<file path="src/rtl/framed_register_protocol_slave_macros.svh">
// Assertion macros used by the transmit buffer of the register protocol slave.
`ifndef FRAMED_REGISTER_PROTOCOL_SLAVE_MACROS_SVH
`define FRAMED_REGISTER_PROTOCOL_SLAVE_MACROS_SVH

// Check that cons holds in the same cycle as ante.
`define FRPS_ASSERT_SAME(label, clk, rst_n, ante, cons) \
	label: assert property (@(posedge clk) disable iff (!rst_n) (ante) |-> (cons)) \
		else $error("frps: same-cycle check failed");

// Check that cons holds in the cycle after ante.
`define FRPS_ASSERT_NEXT(label, clk, rst_n, ante, cons) \
	label: assert property (@(posedge clk) disable iff (!rst_n) (ante) |=> (cons)) \
		else $error("frps: next-cycle check failed");

`endif

</file>
<file path="src/rtl/frps_pkg.sv">
package frps_pkg;

	// Frame byte counter
	localparam int COUNT_BITS = 9;
	localparam logic [COUNT_BITS-1:0] CNT_MAX = '1;

	// Response buffer and kept payload bytes
	localparam int RESP_DEPTH = 7;
	localparam int HEAD_DEPTH = 5;

	// Register addresses carried in the first payload byte
	localparam logic [7:0] ADDR_SPEED  = 8'h04;
	localparam logic [7:0] ADDR_TORQUE = 8'h08;

	// Length byte of each response kind
	localparam logic [7:0] RESP_ERR_LEN    = 8'h01;
	localparam logic [7:0] RESP_SET_LEN    = 8'h00;
	localparam logic [7:0] RESP_SPEED_LEN  = 8'h04;
	localparam logic [7:0] RESP_TORQUE_LEN = 8'h02;

	// Error codes on the wire
	localparam logic [7:0] ERR_SHORT       = 8'h01;
	localparam logic [7:0] ERR_LENGTH      = 8'h02;
	localparam logic [7:0] ERR_CHECKSUM    = 8'h03;
	localparam logic [7:0] ERR_UNSUPPORTED = 8'h04;
	localparam logic [7:0] ERR_INVALID_CMD = 8'h05;
	localparam logic [7:0] ERR_SET_SIZE    = 8'h06;
	localparam logic [7:0] ERR_SET_ADDR    = 8'h07;
	localparam logic [7:0] ERR_GET_SIZE    = 8'h08;
	localparam logic [7:0] ERR_GET_ADDR    = 8'h09;

	// Configuration register indexes
	localparam logic [2:0] CFG_SET_CODE  = 3'd0;
	localparam logic [2:0] CFG_GET_CODE  = 3'd1;
	localparam logic [2:0] CFG_EXEC_CODE = 3'd2;
	localparam logic [2:0] CFG_RAMP_CODE = 3'd3;
	localparam logic [2:0] CFG_ACK_BYTE  = 3'd4;
	localparam logic [2:0] CFG_NACK_BYTE = 3'd5;

	// Whole response handed to the transmit buffer
	typedef struct packed {
		logic                         valid;
		logic [2:0]                   len;
		logic [RESP_DEPTH-1:0][7:0]   bytes;
	} resp_load_t;

	// Fold a 16-bit sum: low byte plus high byte, mod 256
	function automatic logic [7:0] fold16(input logic [15:0] s);
		fold16 = s[7:0] + s[15:8];
	endfunction

	// Checksum of the first n response bytes
	function automatic logic [7:0] resp_sum(input logic [5:0][7:0] b, input logic [2:0] n);
		logic [10:0] s;
		s = '0;
		for (int i = 0; i < 6; i++) begin
			if (3'(i) < n) begin
				s = s + {3'b000, b[i]};
			end
		end
		resp_sum = s[7:0] + {5'b00000, s[10:8]};
	endfunction

endpackage

</file>
<file path="src/rtl/frps_tx_buffer.sv">
`include "framed_register_protocol_slave_macros.svh"

module frps_tx_buffer (
	input  logic                clk,
	input  logic                arst_n,
	input  frps_pkg::resp_load_t load,
	output logic                empty,
	output logic                out_valid,
	input  logic                out_stall,
	output logic [7:0]          tx_byte,
	output logic                tx_last
);
	import frps_pkg::*;

	logic [RESP_DEPTH-1:0][7:0] buf_q;
	logic [2:0]                 cnt_q;
	logic                       pop;

	assign empty     = (cnt_q == 3'd0);
	assign out_valid = !empty;
	assign tx_byte   = buf_q[0];
	assign tx_last   = (cnt_q == 3'd1);
	assign pop       = out_valid && !out_stall;

	// Hold the byte count; load a whole response, drop one byte per transaction
	always_ff @(posedge clk or negedge arst_n) begin
		if (!arst_n) begin
			cnt_q <= 3'd0;
		end else if (load.valid) begin
			cnt_q <= load.len;
		end else if (pop) begin
			cnt_q <= cnt_q - 3'd1;
		end
	end

	// Shift response bytes toward the output
	always_ff @(posedge clk) begin
		if (load.valid) begin
			buf_q <= load.bytes;
		end else if (pop) begin
			for (int i = 0; i < RESP_DEPTH - 1; i++) begin
				buf_q[i] <= buf_q[i+1];
			end
		end
	end

	`FRPS_ASSERT_SAME(a_load_when_empty, clk, arst_n, load.valid, empty)
	`FRPS_ASSERT_NEXT(a_load_len, clk, arst_n, load.valid,
		cnt_q == 3'd3 || cnt_q == 3'd4 || cnt_q == 3'd5 || cnt_q == 3'd7)
	`FRPS_ASSERT_NEXT(a_last_drains, clk, arst_n, pop && tx_last, empty)

endmodule

</file>
<file path="src/rtl/framed_register_protocol_slave.sv">
// Channel   | Direction | Handshake            | Payload
// ----------+-----------+----------------------+------------------
// request   | in        | in_valid / in_stall  | rx_byte, frame_end
// response  | out       | out_valid / out_stall| tx_byte, tx_last
// config    | in        | cfg_we               | cfg_index, cfg_data
//
// A request byte is held in the input register and then taken in;
// bytes that do not end a frame flow at one per cycle.
// The end byte builds the whole response (3, 4, 5 or 7 bytes) combinationally
// and loads it into the transmit buffer, which then sends one byte per cycle
// while out_stall is low.
// A frame end waits in the input register while the buffer still holds an
// earlier response; in_stall rises only then. Reset clears frame state and
// stored values, restores the default configuration and empties both stages.
module framed_register_protocol_slave (
	input  logic       clk,
	input  logic       arst_n,
	input  logic       in_valid,
	output logic       in_stall,
	input  logic [7:0] rx_byte,
	input  logic       frame_end,
	output logic       out_valid,
	input  logic       out_stall,
	output logic [7:0] tx_byte,
	output logic       tx_last,
	input  logic       cfg_we,
	input  logic [2:0] cfg_index,
	input  logic [7:0] cfg_data
);
	import frps_pkg::*;

	// Configuration
	logic [4:0] set_code_q, get_code_q, exec_code_q, ramp_code_q;
	logic [7:0] ack_q, nack_q;

	// Input register
	logic       valid_s1;
	logic [7:0] byte_s1;
	logic       end_s1;

	// Frame state and stored values
	logic [COUNT_BITS-1:0] count_q;
	logic [7:0]            first_q;
	logic [7:0]            len_q;
	logic [15:0]           sum_q;
	logic [7:0]            head_q [HEAD_DEPTH];
	logic [31:0]           speed_q;
	logic [15:0]           torque_q;

	logic                  tx_empty;
	logic                  consume;
	logic                  accept;
	resp_load_t            load;

	logic [COUNT_BITS-1:0] n_cnt, psize;
	logic [7:0]            len3;
	logic [4:0]            cmd;
	logic                  err;
	logic [7:0]            ecode;
	logic                  set_spd, set_trq, get_spd, get_trq;
	logic [RESP_DEPTH-1:0][7:0] r;
	logic [2:0]            rn;
	logic [2:0]            hidx;
	logic                  head_we;

	assign consume  = valid_s1 && (!end_s1 || tx_empty);
	assign in_stall = valid_s1 && !consume;
	assign accept   = in_valid && !in_stall;

	// Configuration writes
	always_ff @(posedge clk or negedge arst_n) begin
		if (!arst_n) begin
			set_code_q  <= 5'd1;
			get_code_q  <= 5'd2;
			exec_code_q <= 5'd3;
			ramp_code_q <= 5'd4;
			ack_q       <= 8'h06;
			nack_q      <= 8'h15;
		end else if (cfg_we) begin
			case (cfg_index)
				CFG_SET_CODE:  set_code_q  <= cfg_data[4:0];
				CFG_GET_CODE:  get_code_q  <= cfg_data[4:0];
				CFG_EXEC_CODE: exec_code_q <= cfg_data[4:0];
				CFG_RAMP_CODE: ramp_code_q <= cfg_data[4:0];
				CFG_ACK_BYTE:  ack_q       <= cfg_data;
				CFG_NACK_BYTE: nack_q      <= cfg_data;
				default: ;
			endcase
		end
	end

	// Input register valid
	always_ff @(posedge clk or negedge arst_n) begin
		if (!arst_n) begin
			valid_s1 <= 1'b0;
		end else if (accept) begin
			valid_s1 <= 1'b1;
		end else if (consume) begin
			valid_s1 <= 1'b0;
		end
	end

	// Input register payload
	always_ff @(posedge clk) begin
		if (accept) begin
			byte_s1 <= rx_byte;
			end_s1  <= frame_end;
		end
	end

	// Decode the frame at its end byte and build the response
	always_comb begin
		n_cnt   = (count_q == CNT_MAX) ? count_q : count_q + 1'b1;
		psize   = n_cnt - COUNT_BITS'(3);
		len3    = len_q + 8'd3;
		cmd     = first_q[4:0];
		hidx    = count_q[2:0] - 3'd2;
		head_we = (count_q >= COUNT_BITS'(2)) && (count_q < COUNT_BITS'(HEAD_DEPTH + 2));
		err     = 1'b0;
		ecode   = ERR_SHORT;
		set_spd = 1'b0;
		set_trq = 1'b0;
		get_spd = 1'b0;
		get_trq = 1'b0;
		if (n_cnt < COUNT_BITS'(4)) begin
			err   = 1'b1;
			ecode = ERR_SHORT;
		end else if (n_cnt == CNT_MAX ||
				n_cnt != {{(COUNT_BITS-8){1'b0}}, len3}) begin
			err   = 1'b1;
			ecode = ERR_LENGTH;
		end else if (byte_s1 != fold16(sum_q)) begin
			err   = 1'b1;
			ecode = ERR_CHECKSUM;
		end else if (cmd == set_code_q) begin
			if (psize < COUNT_BITS'(3)) begin
				err   = 1'b1;
				ecode = ERR_SET_SIZE;
			end else if (head_q[0] == ADDR_SPEED) begin
				if (psize != COUNT_BITS'(5)) begin
					err   = 1'b1;
					ecode = ERR_SET_SIZE;
				end else begin
					set_spd = 1'b1;
				end
			end else if (head_q[0] == ADDR_TORQUE) begin
				if (psize != COUNT_BITS'(3)) begin
					err   = 1'b1;
					ecode = ERR_SET_SIZE;
				end else begin
					set_trq = 1'b1;
				end
			end else begin
				err   = 1'b1;
				ecode = ERR_SET_ADDR;
			end
		end else if (cmd == get_code_q) begin
			if (psize != COUNT_BITS'(1)) begin
				err   = 1'b1;
				ecode = ERR_GET_SIZE;
			end else if (head_q[0] == ADDR_SPEED) begin
				get_spd = 1'b1;
			end else if (head_q[0] == ADDR_TORQUE) begin
				get_trq = 1'b1;
			end else begin
				err   = 1'b1;
				ecode = ERR_GET_ADDR;
			end
		end else if (cmd == exec_code_q || cmd == ramp_code_q) begin
			err   = 1'b1;
			ecode = ERR_UNSUPPORTED;
		end else begin
			err   = 1'b1;
			ecode = ERR_INVALID_CMD;
		end

		// Assemble response bytes ahead of the checksum
		r = '0;
		if (err) begin
			r[0] = nack_q;
			r[1] = RESP_ERR_LEN;
			r[2] = ecode;
			rn   = 3'd3;
		end else if (set_spd || set_trq) begin
			r[0] = ack_q;
			r[1] = RESP_SET_LEN;
			rn   = 3'd2;
		end else if (get_spd) begin
			r[0] = ack_q;
			r[1] = RESP_SPEED_LEN;
			r[2] = speed_q[7:0];
			r[3] = speed_q[15:8];
			r[4] = speed_q[23:16];
			r[5] = speed_q[31:24];
			rn   = 3'd6;
		end else begin
			r[0] = ack_q;
			r[1] = RESP_TORQUE_LEN;
			r[2] = torque_q[7:0];
			r[3] = torque_q[15:8];
			rn   = 3'd4;
		end
		r[rn] = resp_sum(r[5:0], rn);

		load.valid = consume && end_s1;
		load.len   = rn + 3'd1;
		load.bytes = r;
	end

	// Advance frame state; clear it at every frame end
	always_ff @(posedge clk or negedge arst_n) begin
		if (!arst_n) begin
			count_q <= '0;
			first_q <= '0;
			len_q   <= '0;
			sum_q   <= '0;
		end else if (consume) begin
			if (end_s1) begin
				count_q <= '0;
				first_q <= '0;
				len_q   <= '0;
				sum_q   <= '0;
			end else begin
				count_q <= n_cnt;
				sum_q   <= sum_q + {8'h00, byte_s1};
				if (count_q == COUNT_BITS'(0)) begin
					first_q <= byte_s1;
				end
				if (count_q == COUNT_BITS'(1)) begin
					len_q <= byte_s1;
				end
			end
		end
	end

	// Keep the first payload bytes
	always_ff @(posedge clk) begin
		if (consume && !end_s1 && head_we) begin
			head_q[hidx] <= byte_s1;
		end
	end

	// Update stored values on SET and after GET
	always_ff @(posedge clk or negedge arst_n) begin
		if (!arst_n) begin
			speed_q  <= '0;
			torque_q <= '0;
		end else if (load.valid) begin
			if (set_spd) begin
				speed_q <= {head_q[4], head_q[3], head_q[2], head_q[1]};
			end else if (get_spd) begin
				speed_q <= speed_q + 32'd1;
			end
			if (set_trq) begin
				torque_q <= {head_q[2], head_q[1]};
			end else if (get_trq) begin
				torque_q <= torque_q + 16'd1;
			end
		end
	end

	frps_tx_buffer u_tx (
		.clk       (clk),
		.arst_n    (arst_n),
		.load      (load),
		.empty     (tx_empty),
		.out_valid (out_valid),
		.out_stall (out_stall),
		.tx_byte   (tx_byte),
		.tx_last   (tx_last)
	);

endmodule
</file>
<file path="config.mk">
export PLATFORM = sky130hd
export DESIGN_NAME = framed_register_protocol_slave
export DESIGN_NICKNAME = d
export VERILOG_FILES = /design/src/rtl/frps_pkg.sv /design/src/rtl/frps_tx_buffer.sv /design/src/rtl/framed_register_protocol_slave.sv
export VERILOG_INCLUDE_DIRS = /design/src /design/src/rtl
export SDC_FILE = /design/constraint.sdc
export NUM_CORES = 1
export LEC_CHECK = 0
export BUFFER_PORTS_ARGS = -buffer_cell sky130_fd_sc_hd__buf_2
export CAP_MARGIN = 20
export CORE_MARGIN = 1
export CORE_UTILIZATION = 51
export DETAILED_ROUTE_END_ITERATION = 10
export HOLD_SLACK_MARGIN = 0.05
export PLACE_DENSITY = 0.69
export SLEW_MARGIN = 20
export SYNTH_ARGS = -nofsm -noshare
export SYNTH_HDL_FRONTEND = slang
export SYNTH_SLANG_ARGS = --single-unit
</file>
<file path="constraint.sdc">
create_clock -name clk -period 15.99 [get_ports clk]
set_input_delay 4.797 -clock clk [delete_from_list [all_inputs] [get_ports clk]]
set_output_delay 4.797 -clock clk [all_outputs]
set_load 0.02 [all_outputs]
</file>
Word-level counts from Yosys, hierarchy flattened
Memories as Yosys holds them, arrays and structs flattened.
Cells that the tools add are included.
{"block": "word_totals", "reg_bits": 191, "latchBits": 0, "ram_bits": 40, "mem_bits_ro": 0, "input_bits": 25, "out_inout_bits": 11, "wordCells": 203, "n_memories": 1}
{"block": "op_classes", "n_addsub": 16, "multipliers": 0, "n_div": 0, "magnitude_cmp": 12, "eq_ne": 20, "n_shift": 0, "muxes": 94, "bitwise_logic": 0, "reduce_logical": 37}
{"name": "head_q", "depth": 5, "word_bits": 8, "rd": 5, "rd_clocked_by_memory_dff": 0, "wr": 1, "line": "framed_register_protocol_slave.sv:46", "text": "logic [7:0] head_q [HEAD_DEPTH];"}
{"operator": "$mux W32", "n": 4}
{"operator": "$mux W48", "n": 2}
{"operator": "$mux W8", "n": 12}
{"operator": "$mux W16", "n": 5}
{"operator": "$bwmux W56", "n": 1}
{"operator": "$add A11 B8 Y11", "n": 5}
{"operator": "$mux W11", "n": 5}
{"operator": "$mux W1", "n": 48}
{"operator": "$mux W24", "n": 2}
{"operator": "$add A32 B1 Y32 const B", "n": 1}
{"operator": "$demux W8 S3", "n": 1}
{"operator": "$eq A5 B5 Y1", "n": 4}
{"operator": "$reduce_and A2 Y1", "n": 10}
{"operator": "$eq A9 B9 Y1 const B", "n": 2}
{"operator": "$lt A9 B3 Y1 const B", "n": 2}
{"operator": "$mux W3", "n": 6}
{"operator": "$mux W9", "n": 2}
{"operator": "$add A16 B1 Y16 const B", "n": 1}
{"operator": "$add A16 B8 Y16", "n": 1}
{"operator": "$mux W4", "n": 3}
{"operator": "$reduce_bool A2 Y1", "n": 6}
{"operator": "$mux W5", "n": 2}
{"operator": "$add A9 B1 Y9 const B", "n": 1}
{"operator": "$eq A9 B1 Y1 const B", "n": 1}
{"operator": "30 further kinds", "n": 52}

Longest topological paths before layout
{"block": "logic_depth", "word_depth": 30, "ltp_mapped": 60, "depth_no_buf": 58}

Modules after synthesis
A second synthesis with hierarchy kept.
{"block": "hier_totals", "hier_cells": 1692, "hier_area_um2": 15906.5}
{"module": "framed_register_protocol_slave", "instances": 1, "cells_each": 1549, "area_per_inst_um2": 13163.9, "seq_area_each_um2": 4561.9}
{"module": "frps_tx_buffer", "instances": 1, "cells_each": 143, "area_per_inst_um2": 2742.6, "seq_area_each_um2": 1756.7}

Worst setup path after synthesis
No wires, ideal clock.
{"block": "synth_timing", "path_type": "register to register", "startpoint": "register count_q[0]", "endpoint": "register u_tx.buf_q[22] (netlist bit), data pin", "setup_ns": 0.267, "arrival_ns": 10.753, "t_required_ns": 15.723, "setup_slack_ns": 4.971, "stages_incl_launch_ff": 54, "path_buffers": 3, "period_less_slack_ns": 11.019, "cell_sequence": "dfrtp_1 > clkbuf_1 > inv_1 > ha_1 > mux2i_1 > inv_1 > ha_1 > clkbuf_1 > or3_1 > nor3_1 > mux2_2 > a32oi_1 > a2111o_1 > or4_1 > o21ai_0 > and3_1 > mux2_2 > ha_1 > [... 18 more ...] > ha_1 > inv_1 > a21oi_1 > o21ai_0 > nand2b_1 > a21oi_1 > nor2b_1 > o21ai_0 > o31ai_1 > o2bb2ai_1 > or3_1 > o211ai_1 > ha_1 > nor2b_1 > o21a_1 > and3_1 > xor2_1 > o21ai_0"}
{"block": "synth_between", "elab_chain_len": 30, "word_cells_on_any_way": 90, "cone_classes": "8 x add/sub; 10 x order compare; 6 x eq/ne; 63 x mux; 3 x reduce/logical"}
{"item": "from (decl)", "line": "framed_register_protocol_slave.sv:42", "text": "logic [COUNT_BITS-1:0] count_q;"}
{"item": "from (signal assigned)", "line": "framed_register_protocol_slave.sv:224", "text": "count_q <= n_cnt;"}
{"item": "$add A9 B1 Y9 / $eq A9 B9 Y1 (equally long branches)", "line": "framed_register_protocol_slave.sv:113", "text": "n_cnt = (count_q == CNT_MAX) ? count_q : count_q + 1'b1;"}
{"item": "$mux W9 (*)", "line": "framed_register_protocol_slave.sv:113"}
{"item": "$sub A9 B2 Y9", "line": "framed_register_protocol_slave.sv:114", "text": "psize = n_cnt - COUNT_BITS'(3);"}
{"item": "$ne A9 B2 Y1", "line": "framed_register_protocol_slave.sv:147", "text": "if (psize != COUNT_BITS'(3)) begin"}
{"item": "$mux W1", "line": "framed_register_protocol_slave.sv:147"}
{"item": "$mux W1", "line": "framed_register_protocol_slave.sv:146", "text": "end else if (head_q[0] == ADDR_TORQUE) begin"}
{"item": "$mux W1", "line": "framed_register_protocol_slave.sv:139", "text": "end else if (head_q[0] == ADDR_SPEED) begin"}
{"item": "$mux W1", "line": "framed_register_protocol_slave.sv:136", "text": "if (psize < COUNT_BITS'(3)) begin"}
{"item": "[... 14 more ...]"}
{"item": "$mux W11", "line": "frps_pkg.sv:57", "text": "if (3'(i) < n) begin"}
{"item": "$add A11 B8 Y11", "line": "frps_pkg.sv:58", "text": "s = s + {3'b000, b[i]};"}
{"item": "$mux W11", "line": "frps_pkg.sv:57"}
{"item": "$add A11 B8 Y11", "line": "frps_pkg.sv:58"}
{"item": "$mux W11", "line": "frps_pkg.sv:57"}
{"item": "$add A8 B3 Y8", "line": "frps_pkg.sv:61", "text": "resp_sum = s[7:0] + {5'b00000, s[10:8]};"}
{"item": "$bwmux W56 (*)", "line": "framed_register_protocol_slave.sv:203", "text": "r[rn] = resp_sum(r[5:0], rn);"}
{"item": "$mux W48 (*)", "line": "frps_tx_buffer.sv:38", "text": "if (load.valid) begin"}
{"item": "to (signal assigned)", "line": "frps_tx_buffer.sv:39", "text": "buf_q <= load.bytes;"}
{"item": "to (signal, indexed assignment)", "line": "frps_tx_buffer.sv:42", "text": "buf_q[i] <= buf_q[i+1];"}
{"item": "to (decl)", "line": "frps_tx_buffer.sv:15", "text": "logic [RESP_DEPTH-1:0][7:0] buf_q;"}
Mark *: on every way between the ends. The rest lies on a longest branch, timed or not.
A chain may end at the register's enable or synchronous reset.

Worst setup path in the final report
{"block": "layout_timing", "startpoint": "register count_q[0]", "endpoint": "register u_tx.buf_q[20] (netlist bit), data pin"}
The elaborated chain is that of the path after synthesis.

==> run_results.csv <==
group,metric,value,unit
route,drt_wl_total,41.5,mm
sta,period_share,80.6,%
sta,worst_pin_slew,0.997,ns
sta,fin_crit,12.89,ns
setup_path,start_kind,"register",
logic_synthesis,syn_inst,1650,
sta,hold_ws,0.511,ns
pwr,power.leakage,0.00687,uW
place,dp_hpwl,30.8,mm
floorplan,die_w,174,um
setup_path,crit_path_top_delay_cell,"fa_1",
place,dp_cells,1993,
logic_synthesis,ys_ff_latch,231,
place,routabilityCongestion,0.955,
global_routing,grt_max_degree,70,
logic_synthesis,avgSynthCellArea,9.17,um2
logic_synthesis,synth_edf_count,105,
floorplan,row_count,62,
sta,grt_setup_unrepaired,"false",
setup_path,path_max_fanout,15,
logic_synthesis,async_reset_ff_share,54.5,%
route,dr.pass1.iters,6,
clock_tree,clock_sinks,231,
place,io_buffers,35,
pwr,ir_worst_vdd,0.119,mV
global_routing,grt-ovfl-total,0,
setup_path,reg2reg_slack,3.10,ns
finish,antennaDiodeCount,0,
job,cap_violations,0,
route,drc,0,
setup_path,r2r_end,"u_tx.buf_q[20]",
finish,final_cell_mix,"nand2_1, a21oi_1, o21ai_0",
logic_synthesis,ys_seq_area_share,41.8,%
worst_hold_path,hp-class,"register to register",
worst_hold_path,whs_path_depth,1,
setup_path,max_stage_delay,0.64,ns
worst_hold_path,min_from,"sum_q[15]",
clock_tree,postCtsHoldBufs,0,
finish,regArea,0.00632,mm2
sta,tns,0,ns
finish,drive_gt1_share,11.5,%
outcome,status,"finished clean",
setup_path,cpMostUsedCell,"ha_1",
route,wl_per_cell,20.3,um
clock_tree,path_clk_slew,0.06,ns
floorplan,io_pins,36,
setup_path,r2r-start,"count_q[0]",
setup_path,arrival,13.25,ns
logic_synthesis,synth_cell_types,79,
finish,fillers,2498,
clock_tree,post_cts_buffers,0,
sta,fin_worst_skew,0.0116,ns
logic_synthesis,syn_area,0.0151,mm2
floorplan,start_util,52.3,%
logic_synthesis,synth_fp_nets,1748,
clock_tree,clockRootBuffer,"clkbuf_16",
clock_tree,cts_buffers,25,
global_routing,antenna_found_initial,1,
finish,finalNonFillerCells,2039,
worst_hold_path,min_to,"sum_q[15]",
route,via_count,12300,
route,postRouteAntennaNets,0,
sta,fmax,0.0776,GHz
route,vias_per_cell,6.04,
setup_path,cp-end-kind,"register",
clock_tree,clockBufferDepth,3,
global_routing,grt_pass1_vias,11700,
setup_path,path_class,"register to register",
logic_synthesis,synthFlopType,"dfrtp_1",
floorplan,core_area,0.0289,mm2
setup_path,crit_required,16.35,ns
floorplan,die_area,0.0304,mm2
clock_tree,h-tree-depth,1,
clock_tree,post_cts_resized,0,
finish,utilization,56.8,%
sta,setup_viol,0,
floorplan,die_h,174,um
sta,final_hold_viol_count,0,
finish,nNetsFinal,1734,
sta,relSlewSlack,33.6,%
global_routing,grt_usage,27.7,%
finish,syn_to_final_growth,8.70,%
finish,final_common_cell,"nand2_1",
finish,multi_input_area,0.00820,mm2
sta,maxSlewViolCount,0,
clock_tree,worstSkewPairLatency,0.55,ns
route,drt_iter0_markers,1067,
clock_tree,cts_tree,"built",
setup_path,reg2regPathDepth,52,
global_routing,grt_pass1_wl,65.8,mm
pwr,power.density,150,mW/mm2
logic_synthesis,yosysWarnings,0,
==> registers in the layout (all words and copies together) (netlist names), 9 cells and up <==
register and cells:
count_q 9, head_q 40, speed_q 32, sum_q 16
torque_q 16, u_tx.buf_q 48
==> metrics by stage <==
stage | instance area, um2 | worst slack, ns | total power (uW)
global placement | 15500 | 3.57 | 1790
detailed placement | 15500 | 3.30 | 1830
global route | 16400 | 2.14 | 2620
floorplan | 15100 | 4.97 | 1580
finish | 16400 | 3.10 | 2470
CTS | 16400 | 3.23 | 2470
==> area by class of cell <==
type / instances / area share (%)
multi-input combinational: 1261 / 49.9
tap: 384 / 2.92
timing repair buffer: 48 / 1.67
clock buffer: 28 / 3.93
inverter: 69 / 1.58
clock inverter: 18 / 1.58
sequential: 231 / 38.4
==> Yosys cell counts, drive strengths merged, types with 4 or more instances <==
cell	number	area (um2)
nand2	208	781
o31ai	6	45.0
o21a	7	52.6
o211ai	9	72.6
or4	7	52.6
nor2	83	312
or3	14	87.6
and2	35	219
clkbuf	64	241
mux2	55	619
inv	69	259
or4b	4	40.0
o21bai	10	75.1
o22ai	17	106
a31oi	12	75.1
a21o	24	180
nor3	17	85.1
and3	24	150
nor2b	22	138
or3b	4	35.0
o21ai	158	795
and4	10	87.6
a22oi	7	52.6
mux2i	17	183
xnor2	61	542
nand3	61	320
a21oi	171	863
dfstp	10	263
buf	25	140
edfxtp	105	3150
nor4	10	92.6
ha	65	813
a22o	14	123
nand2b	18	113
dfrtp	116	2900
nand4	19	131
fa	8	160
or2	5	31.3
xor2	39	342
==> worst max-delay path, delay by kind of cell (launching register included) <==
kind | cells | cell delay [ns]
buffers and inverters | 5 | 0.54
AOI/OAI and AO/OA | 18 | 3.42
DFF | 1 | 0.62
muxes | 2 | 0.58
xor gates and xnor gates | 3 | 0.71
adders and majority gates | 8 | 2.80
and+or+nand+nor | 16 | 4.03
==> worst max-delay path by stage <==
stage                from              to  slack (ns)
3_5_place_dp   count_q[0]  u_tx.buf_q[19]        3.30
4_1_cts        count_q[0]  u_tx.buf_q[20]        3.23
6_report       count_q[0]  u_tx.buf_q[20]        3.10
2_1_floorplan  count_q[0]  u_tx.buf_q[22]        4.97
5_1_grt        count_q[0]  u_tx.buf_q[19]        2.14
3_3_place_gp   count_q[0]  u_tx.buf_q[19]        3.57
==> cell families (layout without fill, tap and decap cells) <==
logic type / count (synthesis) / in the layout / share of synthesized area (%)
adder cells (fa/ha/maj): 73 / 73 / 6.44
AO/OA/AOI/OAI: 461 / 461 / 17.8
AND/OR/NAND/NOR: 555 / 555 / 18.6
XOR/XNOR: 100 / 100 / 5.84
multiplexers: 72 / 72 / 5.30
buffers and inverters: 158 / 163 / 4.23
flip-flops: 231 / 231 / 41.8
==> per-layer routing <==
layer	GRT usage (%)	up-vias	part of all wire, %
li1	-	5898	-
met1	38.7	5925	44
met2	43.9	410	46
met3	4.22	80	6.7
met4	9.14	2	2.9
met5	0	-	0.031
==> power by group <==
group / total [uW] / switching, uW / internal [uW]
logic: 972 / 586 / 386
registers: 854 / 104 / 750
clock network: 640 / 251 / 390
total: 2470 / 941 / 1530
(Power assumes the default switching activity.)
